**config.mk**
```make
export PLATFORM = sky130hd
export DESIGN_NAME = i2c_target_grouped_register_file_flat
export DESIGN_NICKNAME = d
export VERILOG_FILES = /design/src/rtl/igrf_pkg.sv /design/src/rtl/igrf_in_if.sv /design/src/rtl/igrf_out_if.sv /design/src/rtl/i2c_target_grouped_register_file.sv /design/src/rtl/igrf_store.sv /design/src/rtl/igrf_core.sv /design/src/flat_wrapper.sv
export SDC_FILE = /design/constraint.sdc
export NUM_CORES = 2
export LEC_CHECK = 0
export BUFFER_PORTS_ARGS = -buffer_cell sky130_fd_sc_hd__buf_2
export CAP_MARGIN = 20
export CORE_UTILIZATION = 51
export CTS_CLUSTER_DIAMETER = 200
export DETAILED_ROUTE_END_ITERATION = 12
export PLACE_DENSITY_LB_ADDON = 0.08
export SYNTH_ARGS = -nofsm -noshare
export SYNTH_HDL_FRONTEND = slang
export SYNTH_HIERARCHICAL = 1
export SYNTH_SLANG_ARGS = --single-unit
```
**constraint.sdc**
```tcl
create_clock -name clk -period 7.35 [get_ports clk]
set_clock_uncertainty 0.2 [all_clocks]
set_input_delay 0.735 -clock clk [delete_from_list [all_inputs] [get_ports clk]]
set_output_delay 0.735 -clock clk [all_outputs]
set_load 0.1 [all_outputs]
```
**src/rtl/igrf_pkg.sv**
```systemverilog
`timescale 1ns / 1ps

package igrf_pkg;

  // sizes
  localparam int STORE_BYTES_DEF = 256;
  localparam int MAX_GROUP       = 8;
  localparam int LANE_W          = 3;
  localparam int BYTE_W          = 8;
  localparam int INDEX_W         = 16;
  localparam int START_W         = 14;
  localparam int LEN_W           = 9;
  localparam int REQ_W           = 3;
  localparam int ACT_W           = 2;
  localparam int SIG_W           = 3;
  localparam int CFG_IDX_W       = 1;
  localparam int CMP_W           = INDEX_W + 1;

  // index loaded when the address is matched (two bytes before zero)
  localparam logic [INDEX_W-1:0] ADDR_PHASE_START = 16'hFFFE;

  // group masks for 1, 2, 4 and 8 byte groups
  localparam logic [LANE_W-1:0] GRP_MASK_1 = 3'd0;
  localparam logic [LANE_W-1:0] GRP_MASK_2 = 3'd1;
  localparam logic [LANE_W-1:0] GRP_MASK_4 = 3'd3;
  localparam logic [LANE_W-1:0] GRP_MASK_8 = 3'd7;

  // bus events
  typedef enum logic [REQ_W-1:0] {
    REQ_ADDR_MATCH = 3'd0,
    REQ_BYTE_RX    = 3'd1,
    REQ_BYTE_TX    = 3'd2,
    REQ_READ_NACK  = 3'd3,
    REQ_STOP       = 3'd4,
    REQ_BUS_ERROR  = 3'd5,
    REQ_FAULT      = 3'd6
  } req_type_t;

  typedef enum logic [ACT_W-1:0] {
    ACT_ACK     = 2'd0,
    ACT_NACK    = 2'd1,
    ACT_RELEASE = 2'd2
  } bus_action_t;

  typedef enum logic {
    ERR_MISALIGNED = 1'b0,
    ERR_BUS        = 1'b1
  } error_kind_t;

  typedef enum logic [1:0] {
    PH_IDLE,
    PH_READ,
    PH_EXEC
  } phase_t;

  typedef enum logic [CFG_IDX_W-1:0] {
    CFG_READABLE_LEN = 1'b0,
    CFG_WRITABLE_LEN = 1'b1
  } cfg_reg_t;

  // one store row holds one eight byte group
  typedef logic [MAX_GROUP-1:0][BYTE_W-1:0] row_t;

  // row write request towards the byte store
  typedef struct packed {
    logic                 en;
    logic [MAX_GROUP-1:0] be;
    row_t                 data;
  } st_wr_t;

  // group size field of the address word to group mask
  function automatic logic [LANE_W-1:0] grp_mask_of(input logic [1:0] sel);
    logic [LANE_W-1:0] m;
    unique case (sel)
      2'd0: m = GRP_MASK_1;
      2'd1: m = GRP_MASK_2;
      2'd2: m = GRP_MASK_4;
      2'd3: m = GRP_MASK_8;
    endcase
    return m;
  endfunction

endpackage

```
**src/rtl/igrf_in_if.sv**
```systemverilog
`timescale 1ns / 1ps

// bus event channel
interface igrf_in_if;
  logic                        valid;
  logic                        ready;
  logic [igrf_pkg::REQ_W-1:0]  req_type;
  logic [igrf_pkg::BYTE_W-1:0] rx_byte;

  modport source (output valid, output req_type, output rx_byte, input ready);
  modport sink   (input valid, input req_type, input rx_byte, output ready);
endinterface

```
**src/rtl/igrf_out_if.sv**
```systemverilog
`timescale 1ns / 1ps

// result channel
interface igrf_out_if;
  logic                        valid;
  logic                        ready;
  logic [igrf_pkg::ACT_W-1:0]  bus_action;
  logic                        tx_valid;
  logic [igrf_pkg::BYTE_W-1:0] tx_byte;
  logic                        signal_valid;
  logic [igrf_pkg::SIG_W-1:0]  signal_code;
  logic                        error_valid;
  logic                        error_kind;

  modport source (output valid, output bus_action, output tx_valid, output tx_byte,
                  output signal_valid, output signal_code, output error_valid,
                  output error_kind, input ready);
  modport sink   (input valid, input bus_action, input tx_valid, input tx_byte,
                  input signal_valid, input signal_code, input error_valid,
                  input error_kind, output ready);
endinterface

```
**src/rtl/i2c_target_grouped_register_file.sv**
```systemverilog
`timescale 1ns / 1ps
// an event passes the read phase, a registered row read of the byte store, then the execute
// phase, which loads its result into the output register; a new event is taken only in idle
// or as the previous one executes, even while an earlier result still waits on the output
// register. reset: synchronous, active low; then a clearing pass over ceil(STORE_BYTES/8)
// rows zeroes the store, with in_chan.ready low; configuration writes are taken throughout
module i2c_target_grouped_register_file #(
  parameter int STORE_BYTES = igrf_pkg::STORE_BYTES_DEF
) (
  input  logic                           clk,
  input  logic                           rst_n,
  igrf_in_if.sink                        in_chan,
  igrf_out_if.source                     out_chan,
  input  logic                           cfg_we,
  input  logic [igrf_pkg::CFG_IDX_W-1:0] cfg_index,
  input  logic [igrf_pkg::LEN_W-1:0]     cfg_wdata
);

  localparam int ROWS  = (STORE_BYTES + igrf_pkg::MAX_GROUP - 1) / igrf_pkg::MAX_GROUP;
  localparam int ROW_W = (ROWS > 1) ? $clog2(ROWS) : 1;

  logic [ROW_W-1:0] st_row;
  igrf_pkg::st_wr_t st_wr;
  igrf_pkg::row_t   rd_data;
  logic             clr_busy;

  // event sequencing, state and result register
  igrf_core #(
    .STORE_BYTES (STORE_BYTES)
  ) u_core (
    .clk       (clk),
    .rst_n     (rst_n),
    .in_chan   (in_chan),
    .out_chan  (out_chan),
    .cfg_we    (cfg_we),
    .cfg_index (cfg_index),
    .cfg_wdata (cfg_wdata),
    .clr_busy  (clr_busy),
    .st_row    (st_row),
    .rd_data   (rd_data),
    .st_wr     (st_wr)
  );

  // byte store, eight bytes to a row
  igrf_store #(
    .STORE_BYTES (STORE_BYTES)
  ) u_store (
    .clk      (clk),
    .rst_n    (rst_n),
    .row      (st_row),
    .wr       (st_wr),
    .rd_data  (rd_data),
    .clr_busy (clr_busy)
  );

endmodule

```
**src/rtl/igrf_store.sv**
```systemverilog
`timescale 1ns / 1ps

module igrf_store #(
  parameter int   STORE_BYTES = igrf_pkg::STORE_BYTES_DEF,
  localparam int  ROWS        = (STORE_BYTES + igrf_pkg::MAX_GROUP - 1) / igrf_pkg::MAX_GROUP,
  localparam int  ROW_W       = (ROWS > 1) ? $clog2(ROWS) : 1
) (
  input  logic                 clk,
  input  logic                 rst_n,
  input  logic [ROW_W-1:0]     row,
  input  igrf_pkg::st_wr_t     wr,
  output igrf_pkg::row_t       rd_data,
  output logic                 clr_busy
);

  igrf_pkg::row_t   mem [ROWS];
  igrf_pkg::row_t   rd_data_r;
  logic             clr_busy_r;
  logic [ROW_W-1:0] clr_row_r;

  // clearing sweep after reset, one row a cycle
  always_ff @(posedge clk) begin
    if (!rst_n) begin
      clr_busy_r <= 1'b1;
      clr_row_r  <= '0;
    end else if (clr_busy_r) begin
      if (clr_row_r == ROW_W'(ROWS - 1)) begin
        clr_busy_r <= 1'b0;
      end
      clr_row_r <= clr_row_r + 1'b1;
    end
  end

  // row array with byte enables and registered read
  always_ff @(posedge clk) begin
    if (clr_busy_r) begin
      mem[clr_row_r] <= '0;
    end else if (wr.en) begin
      for (int l = 0; l < igrf_pkg::MAX_GROUP; l++) begin
        if (wr.be[l]) begin
          mem[row][l] <= wr.data[l];
        end
      end
    end
    rd_data_r <= mem[row];
  end

  assign rd_data  = rd_data_r;
  assign clr_busy = clr_busy_r;

endmodule

```
**src/rtl/igrf_core.sv**
```systemverilog
`timescale 1ns / 1ps

module igrf_core #(
  parameter int   STORE_BYTES = igrf_pkg::STORE_BYTES_DEF,
  localparam int  ROWS        = (STORE_BYTES + igrf_pkg::MAX_GROUP - 1) / igrf_pkg::MAX_GROUP,
  localparam int  ROW_W       = (ROWS > 1) ? $clog2(ROWS) : 1
) (
  input  logic                           clk,
  input  logic                           rst_n,
  igrf_in_if.sink                        in_chan,
  igrf_out_if.source                     out_chan,
  input  logic                           cfg_we,
  input  logic [igrf_pkg::CFG_IDX_W-1:0] cfg_index,
  input  logic [igrf_pkg::LEN_W-1:0]     cfg_wdata,
  input  logic                           clr_busy,
  output logic [ROW_W-1:0]               st_row,
  input  igrf_pkg::row_t                 rd_data,
  output igrf_pkg::st_wr_t               st_wr
);

  localparam int LW = igrf_pkg::LANE_W;
  localparam int NG = igrf_pkg::MAX_GROUP;

  // configuration
  logic [igrf_pkg::LEN_W-1:0]   rlen_r, wlen_r;

  // control
  igrf_pkg::phase_t             ph_r, ph_nxt;
  logic                         in_take, exec_go;

  // event register
  igrf_pkg::req_type_t          ev_req_r;
  logic [igrf_pkg::BYTE_W-1:0]  ev_rx_r;

  // block state
  logic [igrf_pkg::INDEX_W-1:0] idx_r, idx_nxt, idx_inc;
  logic [LW-1:0]                gmask_r, gmask_nxt;
  igrf_pkg::row_t               gbuf_r, gbuf_nxt;

  // result register
  logic                         out_valid_r;
  igrf_pkg::bus_action_t        act_r, act_nxt;
  logic                         txv_r, txv_nxt;
  logic [igrf_pkg::BYTE_W-1:0]  txb_r, txb_nxt;
  logic                         sigv_r, sigv_nxt;
  logic [igrf_pkg::SIG_W-1:0]   sigc_r, sigc_nxt;
  logic                         errv_r, errv_nxt;
  igrf_pkg::error_kind_t        errk_r, errk_nxt;

  // datapath helpers
  logic [NG-1:0]                lane_ok;
  igrf_pkg::row_t               rd_byte;
  logic [NG-1:0][LW-1:0]        snap_lane;
  logic                         wr_ok, rd_ok;
  logic [igrf_pkg::INDEX_W-1:0] addr_word;
  igrf_pkg::st_wr_t             wr_c;

  // handshake
  assign exec_go        = (ph_r == igrf_pkg::PH_EXEC) && (!out_valid_r || out_chan.ready);
  assign in_chan.ready  = !clr_busy && ((ph_r == igrf_pkg::PH_IDLE) || exec_go);
  assign in_take        = in_chan.valid && in_chan.ready;

  // phase register
  always_ff @(posedge clk) begin
    if (!rst_n) begin
      ph_r <= igrf_pkg::PH_IDLE;
    end else begin
      ph_r <= ph_nxt;
    end
  end

  // phase sequencing: read the row, then execute
  always_comb begin
    ph_nxt = ph_r;
    unique case (ph_r)
      igrf_pkg::PH_IDLE: if (in_take) ph_nxt = igrf_pkg::PH_READ;
      igrf_pkg::PH_READ: ph_nxt = igrf_pkg::PH_EXEC;
      igrf_pkg::PH_EXEC: begin
        if (in_take) begin
          ph_nxt = igrf_pkg::PH_READ;
        end else if (exec_go) begin
          ph_nxt = igrf_pkg::PH_IDLE;
        end
      end
      default: ph_nxt = igrf_pkg::PH_IDLE;
    endcase
  end

  // configuration writes
  always_ff @(posedge clk) begin
    if (!rst_n) begin
      rlen_r <= '0;
      wlen_r <= '0;
    end else if (cfg_we) begin
      unique case (igrf_pkg::cfg_reg_t'(cfg_index))
        igrf_pkg::CFG_READABLE_LEN: rlen_r <= cfg_wdata;
        igrf_pkg::CFG_WRITABLE_LEN: wlen_r <= cfg_wdata;
      endcase
    end
  end

  // event capture
  always_ff @(posedge clk) begin
    if (in_take) begin
      ev_req_r <= igrf_pkg::req_type_t'(in_chan.req_type);
      ev_rx_r  <= in_chan.rx_byte;
    end
  end

  // store row of the current index, masked where past the store end
  assign st_row = idx_r[LW +: ROW_W];

  always_comb begin
    for (int l = 0; l < NG; l++) begin
      lane_ok[l]   = {1'b0, idx_r[igrf_pkg::INDEX_W-1:LW], LW'(l)}
                     < igrf_pkg::CMP_W'(STORE_BYTES);
      rd_byte[l]   = lane_ok[l] ? rd_data[l] : '0;
      snap_lane[l] = idx_r[LW-1:0] + LW'(l);
    end
  end

  // signed index against the length limits
  assign idx_inc = idx_r + 1'b1;
  assign wr_ok   = idx_r[igrf_pkg::INDEX_W-1] ||
                   (idx_r < igrf_pkg::INDEX_W'(wlen_r));
  assign rd_ok   = !idx_r[igrf_pkg::INDEX_W-1] &&
                   (idx_r < igrf_pkg::INDEX_W'(rlen_r));

  // event execution
  always_comb begin
    idx_nxt   = idx_r;
    gmask_nxt = gmask_r;
    gbuf_nxt  = gbuf_r;
    addr_word = '0;
    wr_c      = '0;
    act_nxt   = igrf_pkg::ACT_ACK;
    txv_nxt   = 1'b0;
    txb_nxt   = '0;
    sigv_nxt  = 1'b0;
    sigc_nxt  = '0;
    errv_nxt  = 1'b0;
    errk_nxt  = igrf_pkg::ERR_MISALIGNED;
    unique case (ev_req_r)
      igrf_pkg::REQ_ADDR_MATCH: begin
        idx_nxt   = igrf_pkg::ADDR_PHASE_START;
        gmask_nxt = igrf_pkg::GRP_MASK_2;
      end
      igrf_pkg::REQ_BYTE_RX: begin
        if (wr_ok) begin
          idx_nxt = idx_inc;
          if (gmask_r == igrf_pkg::GRP_MASK_1) begin
            // single byte straight into the store
            wr_c.en = 1'b1;
            for (int l = 0; l < NG; l++) begin
              wr_c.be[l]   = (idx_r[LW-1:0] == LW'(l)) && lane_ok[l];
              wr_c.data[l] = ev_rx_r;
            end
          end else begin
            gbuf_nxt[idx_r[LW-1:0] & gmask_r] = ev_rx_r;
            if (idx_inc == '0) begin
              // address word complete
              addr_word = {gbuf_nxt[1], gbuf_nxt[0]};
              if (&addr_word[igrf_pkg::INDEX_W-1:igrf_pkg::SIG_W]) begin
                sigv_nxt = 1'b1;
                sigc_nxt = addr_word[igrf_pkg::SIG_W-1:0];
              end else begin
                idx_nxt   = igrf_pkg::INDEX_W'(addr_word[igrf_pkg::START_W-1:0]);
                gmask_nxt = igrf_pkg::grp_mask_of(
                              addr_word[igrf_pkg::INDEX_W-1:igrf_pkg::START_W]);
                if ((addr_word[LW-1:0] & gmask_nxt) != '0) begin
                  errv_nxt = 1'b1;
                  errk_nxt = igrf_pkg::ERR_MISALIGNED;
                  act_nxt  = igrf_pkg::ACT_NACK;
                end
              end
            end else if ((idx_inc[LW-1:0] & gmask_r) == '0) begin
              // group complete: commit it in one row write
              wr_c.en = 1'b1;
              for (int l = 0; l < NG; l++) begin
                wr_c.be[l]   = ((LW'(l) & ~gmask_r) == (idx_r[LW-1:0] & ~gmask_r)) &&
                               lane_ok[l];
                wr_c.data[l] = gbuf_nxt[LW'(l) & gmask_r];
              end
            end
          end
        end
      end
      igrf_pkg::REQ_BYTE_TX: begin
        txv_nxt = 1'b1;
        if (rd_ok) begin
          idx_nxt = idx_inc;
          if (gmask_r == igrf_pkg::GRP_MASK_1) begin
            txb_nxt = rd_byte[idx_r[LW-1:0]];
          end else begin
            // snapshot on the first byte of a group
            if ((idx_r[LW-1:0] & gmask_r) == '0) begin
              for (int k = 0; k < NG; k++) begin
                if (LW'(k) <= gmask_r) begin
                  gbuf_nxt[k] = rd_byte[snap_lane[k]];
                end
              end
            end
            txb_nxt = gbuf_nxt[idx_r[LW-1:0] & gmask_r];
          end
        end
      end
      igrf_pkg::REQ_READ_NACK, igrf_pkg::REQ_STOP: begin
      end
      igrf_pkg::REQ_BUS_ERROR: begin
        act_nxt = igrf_pkg::ACT_RELEASE;
      end
      igrf_pkg::REQ_FAULT: begin
        errv_nxt = 1'b1;
        errk_nxt = igrf_pkg::ERR_BUS;
        act_nxt  = igrf_pkg::ACT_NACK;
      end
      default: begin
        act_nxt = igrf_pkg::ACT_NACK;
      end
    endcase
  end

  assign st_wr = exec_go ? wr_c : '0;

  // state update on execution
  always_ff @(posedge clk) begin
    if (!rst_n) begin
      idx_r   <= '0;
      gmask_r <= igrf_pkg::GRP_MASK_1;
      gbuf_r  <= '0;
    end else if (exec_go) begin
      idx_r   <= idx_nxt;
      gmask_r <= gmask_nxt;
      gbuf_r  <= gbuf_nxt;
    end
  end

  // result register
  always_ff @(posedge clk) begin
    if (!rst_n) begin
      out_valid_r <= 1'b0;
    end else if (exec_go) begin
      out_valid_r <= 1'b1;
    end else if (out_chan.ready) begin
      out_valid_r <= 1'b0;
    end
  end

  always_ff @(posedge clk) begin
    if (exec_go) begin
      act_r  <= act_nxt;
      txv_r  <= txv_nxt;
      txb_r  <= txb_nxt;
      sigv_r <= sigv_nxt;
      sigc_r <= sigc_nxt;
      errv_r <= errv_nxt;
      errk_r <= errk_nxt;
    end
  end

  assign out_chan.valid        = out_valid_r;
  assign out_chan.bus_action   = act_r;
  assign out_chan.tx_valid     = txv_r;
  assign out_chan.tx_byte      = txb_r;
  assign out_chan.signal_valid = sigv_r;
  assign out_chan.signal_code  = sigc_r;
  assign out_chan.error_valid  = errv_r;
  assign out_chan.error_kind   = errk_r;

endmodule

```
**src/flat_wrapper.sv**
```systemverilog
// flat-port wrapper written by rule: the top's interface ports become plain ports
module i2c_target_grouped_register_file_flat 
#(
  parameter int STORE_BYTES = igrf_pkg::STORE_BYTES_DEF
)
  (clk, rst_n, cfg_we, cfg_index, cfg_wdata, in_chan_valid, in_chan_req_type, in_chan_rx_byte, in_chan_ready, out_chan_valid, out_chan_bus_action, out_chan_tx_valid, out_chan_tx_byte, out_chan_signal_valid, out_chan_signal_code, out_chan_error_valid, out_chan_error_kind, out_chan_ready);
  igrf_in_if in_chan_i ();
  igrf_out_if out_chan_i ();
  input  logic clk;
  input  logic rst_n;
  input  logic cfg_we;
  input  logic [igrf_pkg::CFG_IDX_W-1:0] cfg_index;
  input  logic [igrf_pkg::LEN_W-1:0] cfg_wdata;
  input wire logic [$bits(in_chan_i.valid)-1:0] in_chan_valid;
  input wire logic [$bits(in_chan_i.req_type)-1:0] in_chan_req_type;
  input wire logic [$bits(in_chan_i.rx_byte)-1:0] in_chan_rx_byte;
  output wire logic [$bits(in_chan_i.ready)-1:0] in_chan_ready;
  output wire logic [$bits(out_chan_i.valid)-1:0] out_chan_valid;
  output wire logic [$bits(out_chan_i.bus_action)-1:0] out_chan_bus_action;
  output wire logic [$bits(out_chan_i.tx_valid)-1:0] out_chan_tx_valid;
  output wire logic [$bits(out_chan_i.tx_byte)-1:0] out_chan_tx_byte;
  output wire logic [$bits(out_chan_i.signal_valid)-1:0] out_chan_signal_valid;
  output wire logic [$bits(out_chan_i.signal_code)-1:0] out_chan_signal_code;
  output wire logic [$bits(out_chan_i.error_valid)-1:0] out_chan_error_valid;
  output wire logic [$bits(out_chan_i.error_kind)-1:0] out_chan_error_kind;
  input wire logic [$bits(out_chan_i.ready)-1:0] out_chan_ready;
  assign in_chan_i.valid = in_chan_valid;
  assign in_chan_i.req_type = in_chan_req_type;
  assign in_chan_i.rx_byte = in_chan_rx_byte;
  assign in_chan_ready = in_chan_i.ready;
  assign out_chan_valid = out_chan_i.valid;
  assign out_chan_bus_action = out_chan_i.bus_action;
  assign out_chan_tx_valid = out_chan_i.tx_valid;
  assign out_chan_tx_byte = out_chan_i.tx_byte;
  assign out_chan_signal_valid = out_chan_i.signal_valid;
  assign out_chan_signal_code = out_chan_i.signal_code;
  assign out_chan_error_valid = out_chan_i.error_valid;
  assign out_chan_error_kind = out_chan_i.error_kind;
  assign out_chan_i.ready = out_chan_ready;
  i2c_target_grouped_register_file #(.STORE_BYTES(STORE_BYTES)) u_core (.clk(clk), .rst_n(rst_n), .in_chan(in_chan_i), .out_chan(out_chan_i), .cfg_we(cfg_we), .cfg_index(cfg_index), .cfg_wdata(cfg_wdata));
endmodule
```
# Word level (Yosys, flattened, before mapping)
# Memory sizes are Yosys's and may differ from the RTL's. A register that Yosys moved wholly into a read port is not among the register bits.
# Cells that the tools add are included.
# Widths: inputs -> output; s select.
[totals] mem_bits_rw=2048 mem_bits_ro=0 n_memories=1 word_cells=311 latchBits=0 inputBits=26 register_bits=138
[mem_list] name="u_core.u_store.mem" depth=32 width=64 read_ports=1 rd_ports_with_merged_regs=1 wr=1 line="igrf_store.sv:16" text="igrf_pkg::row_t mem [ROWS];"
[classes] eq_ne=34 bitwise_logic=10 n_reduce_logical=53 magnitude_cmp=35 mul=0 n_shift=0 mux=144 div=0 add_sub_neg=9
[ops] op="$mux 64" count=9
[ops] op="$mux 73" count=6
[ops] op="$mux 8" count=38
[ops] op="$bmux 8 s3" count=10
[ops] op="$lt 16x9->1 const B" count=8
[ops] op="$pmux 64 s2" count=1
[ops] op="$mux 16" count=5
[ops] op="$bwmux 64" count=1
[ops] op="$reduce_or 64->1" count=1
[ops] op="$lt 3x4->1 const B" count=13
[ops] op="$mux 1" count=51
[ops] op="$bmux 8 s2" count=3
[ops] op="$pmux 16 s3" count=1
[ops] op="$lt 16x9->1" count=2
[ops] op="$mux 3" count=9
[ops] op="$demux 8 s3" count=1
[ops] op="$eq 3x3->1 const B" count=7
[ops] op="$logic_and 1x1->1" count=21
[ops] op="$logic_not 3->1" count=6
[ops] op="$add 16x1->16 const B" count=1
[ops] op="$logic_not 16->1" count=1
[ops] op="$ne 2x2->1 const B" count=7
[ops] op="$reduce_and 13->1" count=1
[ops] op="$add 3x3->3 const B" count=4
[ops] op="other kinds (37)" count=78

# Depth between registers and ports, before layout
[logic_depth] ltp_word=21 depth_mapped=21 mapped_depth_nobuf=13

# Cells and area by module
# Netlist, hierarchy kept.
[modules_own_cells] module="igrf_store" area_each_um2=80099.3 cells_each=3637 n_inst=1
[modules_own_cells] module="igrf_core" area_each_um2=12851.1 cells_each=1551 n_inst=1

# Worst setup path before layout
# OpenSTA, ideal clock, no wires.
[synth_timing] kind="reg-to-reg" from="register u_core/u_core/idx_r[2] (netlist name)" to="memory u_core/u_store/mem[29][32] (netlist name), enable pin" arrival_ns=5.574 t_required_ns=6.755 slack_ns=1.182 stages_incl_launch_ff=21 synth_period_minus_slack_ns=6.168 n_path_buf=8 path_cell_list="dfxtp_1 > buf_4 > buf_4 > buf_1 > inv_1 > ha_1 > clkbuf_1 > nand3_1 > or3_1 > nor4_2 > a211o_1 > nand2b_1 > clkbuf_1 > nor2_1 > or4_1 > o21a_1 > buf_6 > mux2_4 > buf_2 > buf_2 > nor4_1"
[synth_rtl] element="start, declared" line="igrf_core.sv:36" text="logic [igrf_pkg::INDEX_W-1:0] idx_r, idx_nxt, idx_inc;"
[synth_rtl] element="start signal, assigned" line="igrf_core.sv:232" text="idx_r <= idx_nxt;"
[synth_rtl] element="end, declared" line="igrf_store.sv:16"

==> flow_summary.ini <==
[yosys]
synth-edff-count = 2076
yosysWarnings = 6
synth_area_leaders = edfxtp_1 67%, mux4_2 14%, dfxtp_1 3.7%
yosys-top-cells-count = 2076 x edfxtp_1, 594 x mux4_2, 270 x o22ai_1
syn-num-nets = 5240
synth_top_cell_by_area = edfxtp_1
ys_ff_latch = 2250
netlist_area_mm2 = 0.09295
synth.most_common_cell = edfxtp_1
avgSynthCellArea_um2 = 17.92
synthCells = 5188
ys_seq_area_frac = 0.7082
synth-main-ff-cell = edfxtp_1
synthArstFlopShare = 0
yosysUniqueCellTypes = 79
synth_top_cell_area_share = 0.6707

[sta]
period_share = 0.9105
setup_tns_ps = 0
relSlewSlack = 0.1737
rsz0062_at_grt = no
fmax_mhz = 149.4
slew_violations = 0
setup_ws_ps = 657.6
setup_viol = 0
tightest_slew_ps = 1205
hold_viol = 0
period_needed_ps = 6692

[route]
vias = 53194
drt_iter0_markers = 6912
dr.pass1.iters = 6
drc_errors = 0
wire_per_inst_um = 32.89
ant_nets = 0
routed_via_density = 6.606
drt-total-wl_um = 264800

[critical_path]
crit_arrival_ps = 7050
crit_buf_inv = 1
cpLargestDelayFamily = compound AO/OA/AOI/OAI gates
crit_slowest_cell = o211ai_1
cp_cell_sequence = ha_1 > nand4_1 > a2111oi_0 > o211ai_1 > nor4_2 > a211o_2 > nand2b_1 > nor2_1 > or4_1 > o211ai_1 > o211ai_1 > nor3_1 > buf_4
cp-end-kind = flip-flop
cpMostUsedCell = o211ai_1
critPathKind = flip-flop to flip-flop
crit_path_start_kind = flip-flop
worstPathRequired_ps = 7710
crit_fanout = 20
regToRegSetupSlack_ps = 660
cpPeakStageDelay_ps = 800

[power_and_ir_drop]
max-vdd-ir-drop_mv = 0.2091
finalPower_uw = 26150
p_per_area_mw_per_mm2 = 247.3
leakage_uw = 0.03150

[run_status]
status = finished, final reports clean

[final_layout]
syn2layout_area_growth_pct = 13.75
drive_above_1_share = 0.2788
fillers = 13432
nNetsFinal = 5543

[grt]
grt.total_usage = 0.2882
first_global_vias = 52037
antenna_found_initial = 7
grt_pass1_wl_um = 380600
overflow = 0
grt_max_degree = 114

[floorplanning]
die-area_mm2 = 0.1840
die_h_um = 428.9
rows = 156
core_area_mm2 = 0.1809
initial_utilization = 0.5137
io_pins = 45
dieWidth_um = 428.9

[placed_design]
dp_hpwl_um = 168300
place_ws_ps = 758.9
port_buffers = 44
gp_routability_congestion = 0.9871

[clock_tree]
cts_root_buf = clkbuf_16
path_clk_slew_ps = 60
cts_htree_levels = 4
cts_sinks = 2250
cts_buffers = 219
clk_path_buf_depth = 3
cts.repair.resized = 0
cts_tree = built
insertion_delay_ps = 860

[job]
drv_cap = 0

[min_path]
hold_class = input pin to flip-flop
==> state kept, by name, indices dropped and copies added (netlist names) <==
register and cells:
u_core/u_core/ev_req_r 3, u_core/u_core/ev_rx_r 8, u_core/u_core/gbuf_r 64, u_core/u_core/gmask_r 3, u_core/u_core/idx_r 16, u_core/u_core/out_chan.bus_action 2, u_core/u_core/out_chan.error_kind 1, u_core/u_core/out_chan.error_valid 1
u_core/u_core/out_chan.signal_code 3, u_core/u_core/out_chan.signal_valid 1, u_core/u_core/out_chan.tx_byte 8, u_core/u_core/out_chan.tx_valid 1, u_core/u_core/out_chan.valid 1, u_core/u_core/ph_r 2, u_core/u_core/rlen_r 9, u_core/u_core/wlen_r 9
u_core/u_store/clr_busy 1, u_core/u_store/clr_row_r 5, u_core/u_store/mem 2048, u_core/u_store/rd_data 64
==> cells in the final DEF, fill, tap and decap left out, drive strengths merged, types with 157 or more instances in the layout <==
master	Yosys	routed
nor3	157	157
nor4	194	194
edfxtp	2076	2076
mux4	594	594
dfxtp	174	174
clkbuf	220	285
o22ai	270	270
a21oi	161	161
nand2	268	268
buf	185	457
==> area by class of cell <==
cell class                 instances  area [µm²]  area share
antenna                            4       10.01  0.00009467
clock buffer                     276        5891     0.05571
clock inverter                   132        1403     0.01327
inverter                          39       146.4    0.001385
multi-input combinational       2494       25760      0.2437
sequential                      2250       65840      0.6227
tap                             2370        2965     0.02805
timing repair buffer             487        3710     0.03509
==> path summary, 6_finish.rpt <==
check | startpoint | endpoint | cells past startpoint
setup / recovery | u_core/u_core/idx_r[2] | u_core/u_store/mem[3][12] | 13
hold / removal | cfg_we | u_core/u_core/wlen_r[3] | 3
setup reg to reg | u_core/u_core/idx_r[2] | u_core/u_store/mem[3][12] | 13
hold reg to reg | u_core/u_core/rlen_r[8] | u_core/u_core/rlen_r[8] | 2
==> through the flow <==
stage | cells | instance area (µm²) | util | hold slack [ps]
final | 8052 | 105700 | 0.5844 | 77.98
after global routing | 8048 | 105700 | 0.5843 | 73.80
after CTS | 8023 | 105500 | 0.5833 | 18.11
after detailed placement | 7594 | 98040 | 0.5419 | 247.4
after global placement | 7588 | 97960 | 0.5414 | 241.5
after floorplan | 5188 | 92950 | - | 231.8
==> timing repair <==
action,in CTS,in global routing
buffers inserted,0,0
hold buffers,21,0
hold endpoints to repair,30,0
==> worst reg2reg max path: stages (launching register included) <==
cell       delay [ps]
dfxtp_2           640
ha_1              330
nand4_1           230
a2111oi_0         600
o211ai_1          230
nor4_2            330
a211o_2           310
nand2b_1          320
nor2_1            150
or4_1             610
o211ai_1          800
o211ai_1          650
nor3_1            750
buf_4             260
==> per-layer routing <==
metal / up-vias / GRT usage / wire length (µm)
met5: - / 0 / 57
met3: 543 / 0.05162 / 23530
met4: 8 / 0.1024 / 10400
met2: 2783 / 0.4390 / 121700
met1: 27708 / 0.4208 / 109100
li1: 22152 / - / -
==> cell families after synthesis <==
logic type	Yosys count	share of synthesized area
DFF	2250	0.7082
and+or+nand+nor	980	0.05314
AOI/OAI and AO/OA	741	0.05344
muxes	729	0.1593
buffers and inverters	444	0.02076
adders and majority gates	26	0.003500
xor gates and xnor gates	18	0.001696
==> where the power goes <==
part,leakage [µW],total (µW),internal (µW),switching [µW]
Clock,0.00352,11400,6520,4850
Sequential,0.0194,14100,14000,106
Combinational,0.00862,715,248,467
Power figures use the tool's default switching activity.
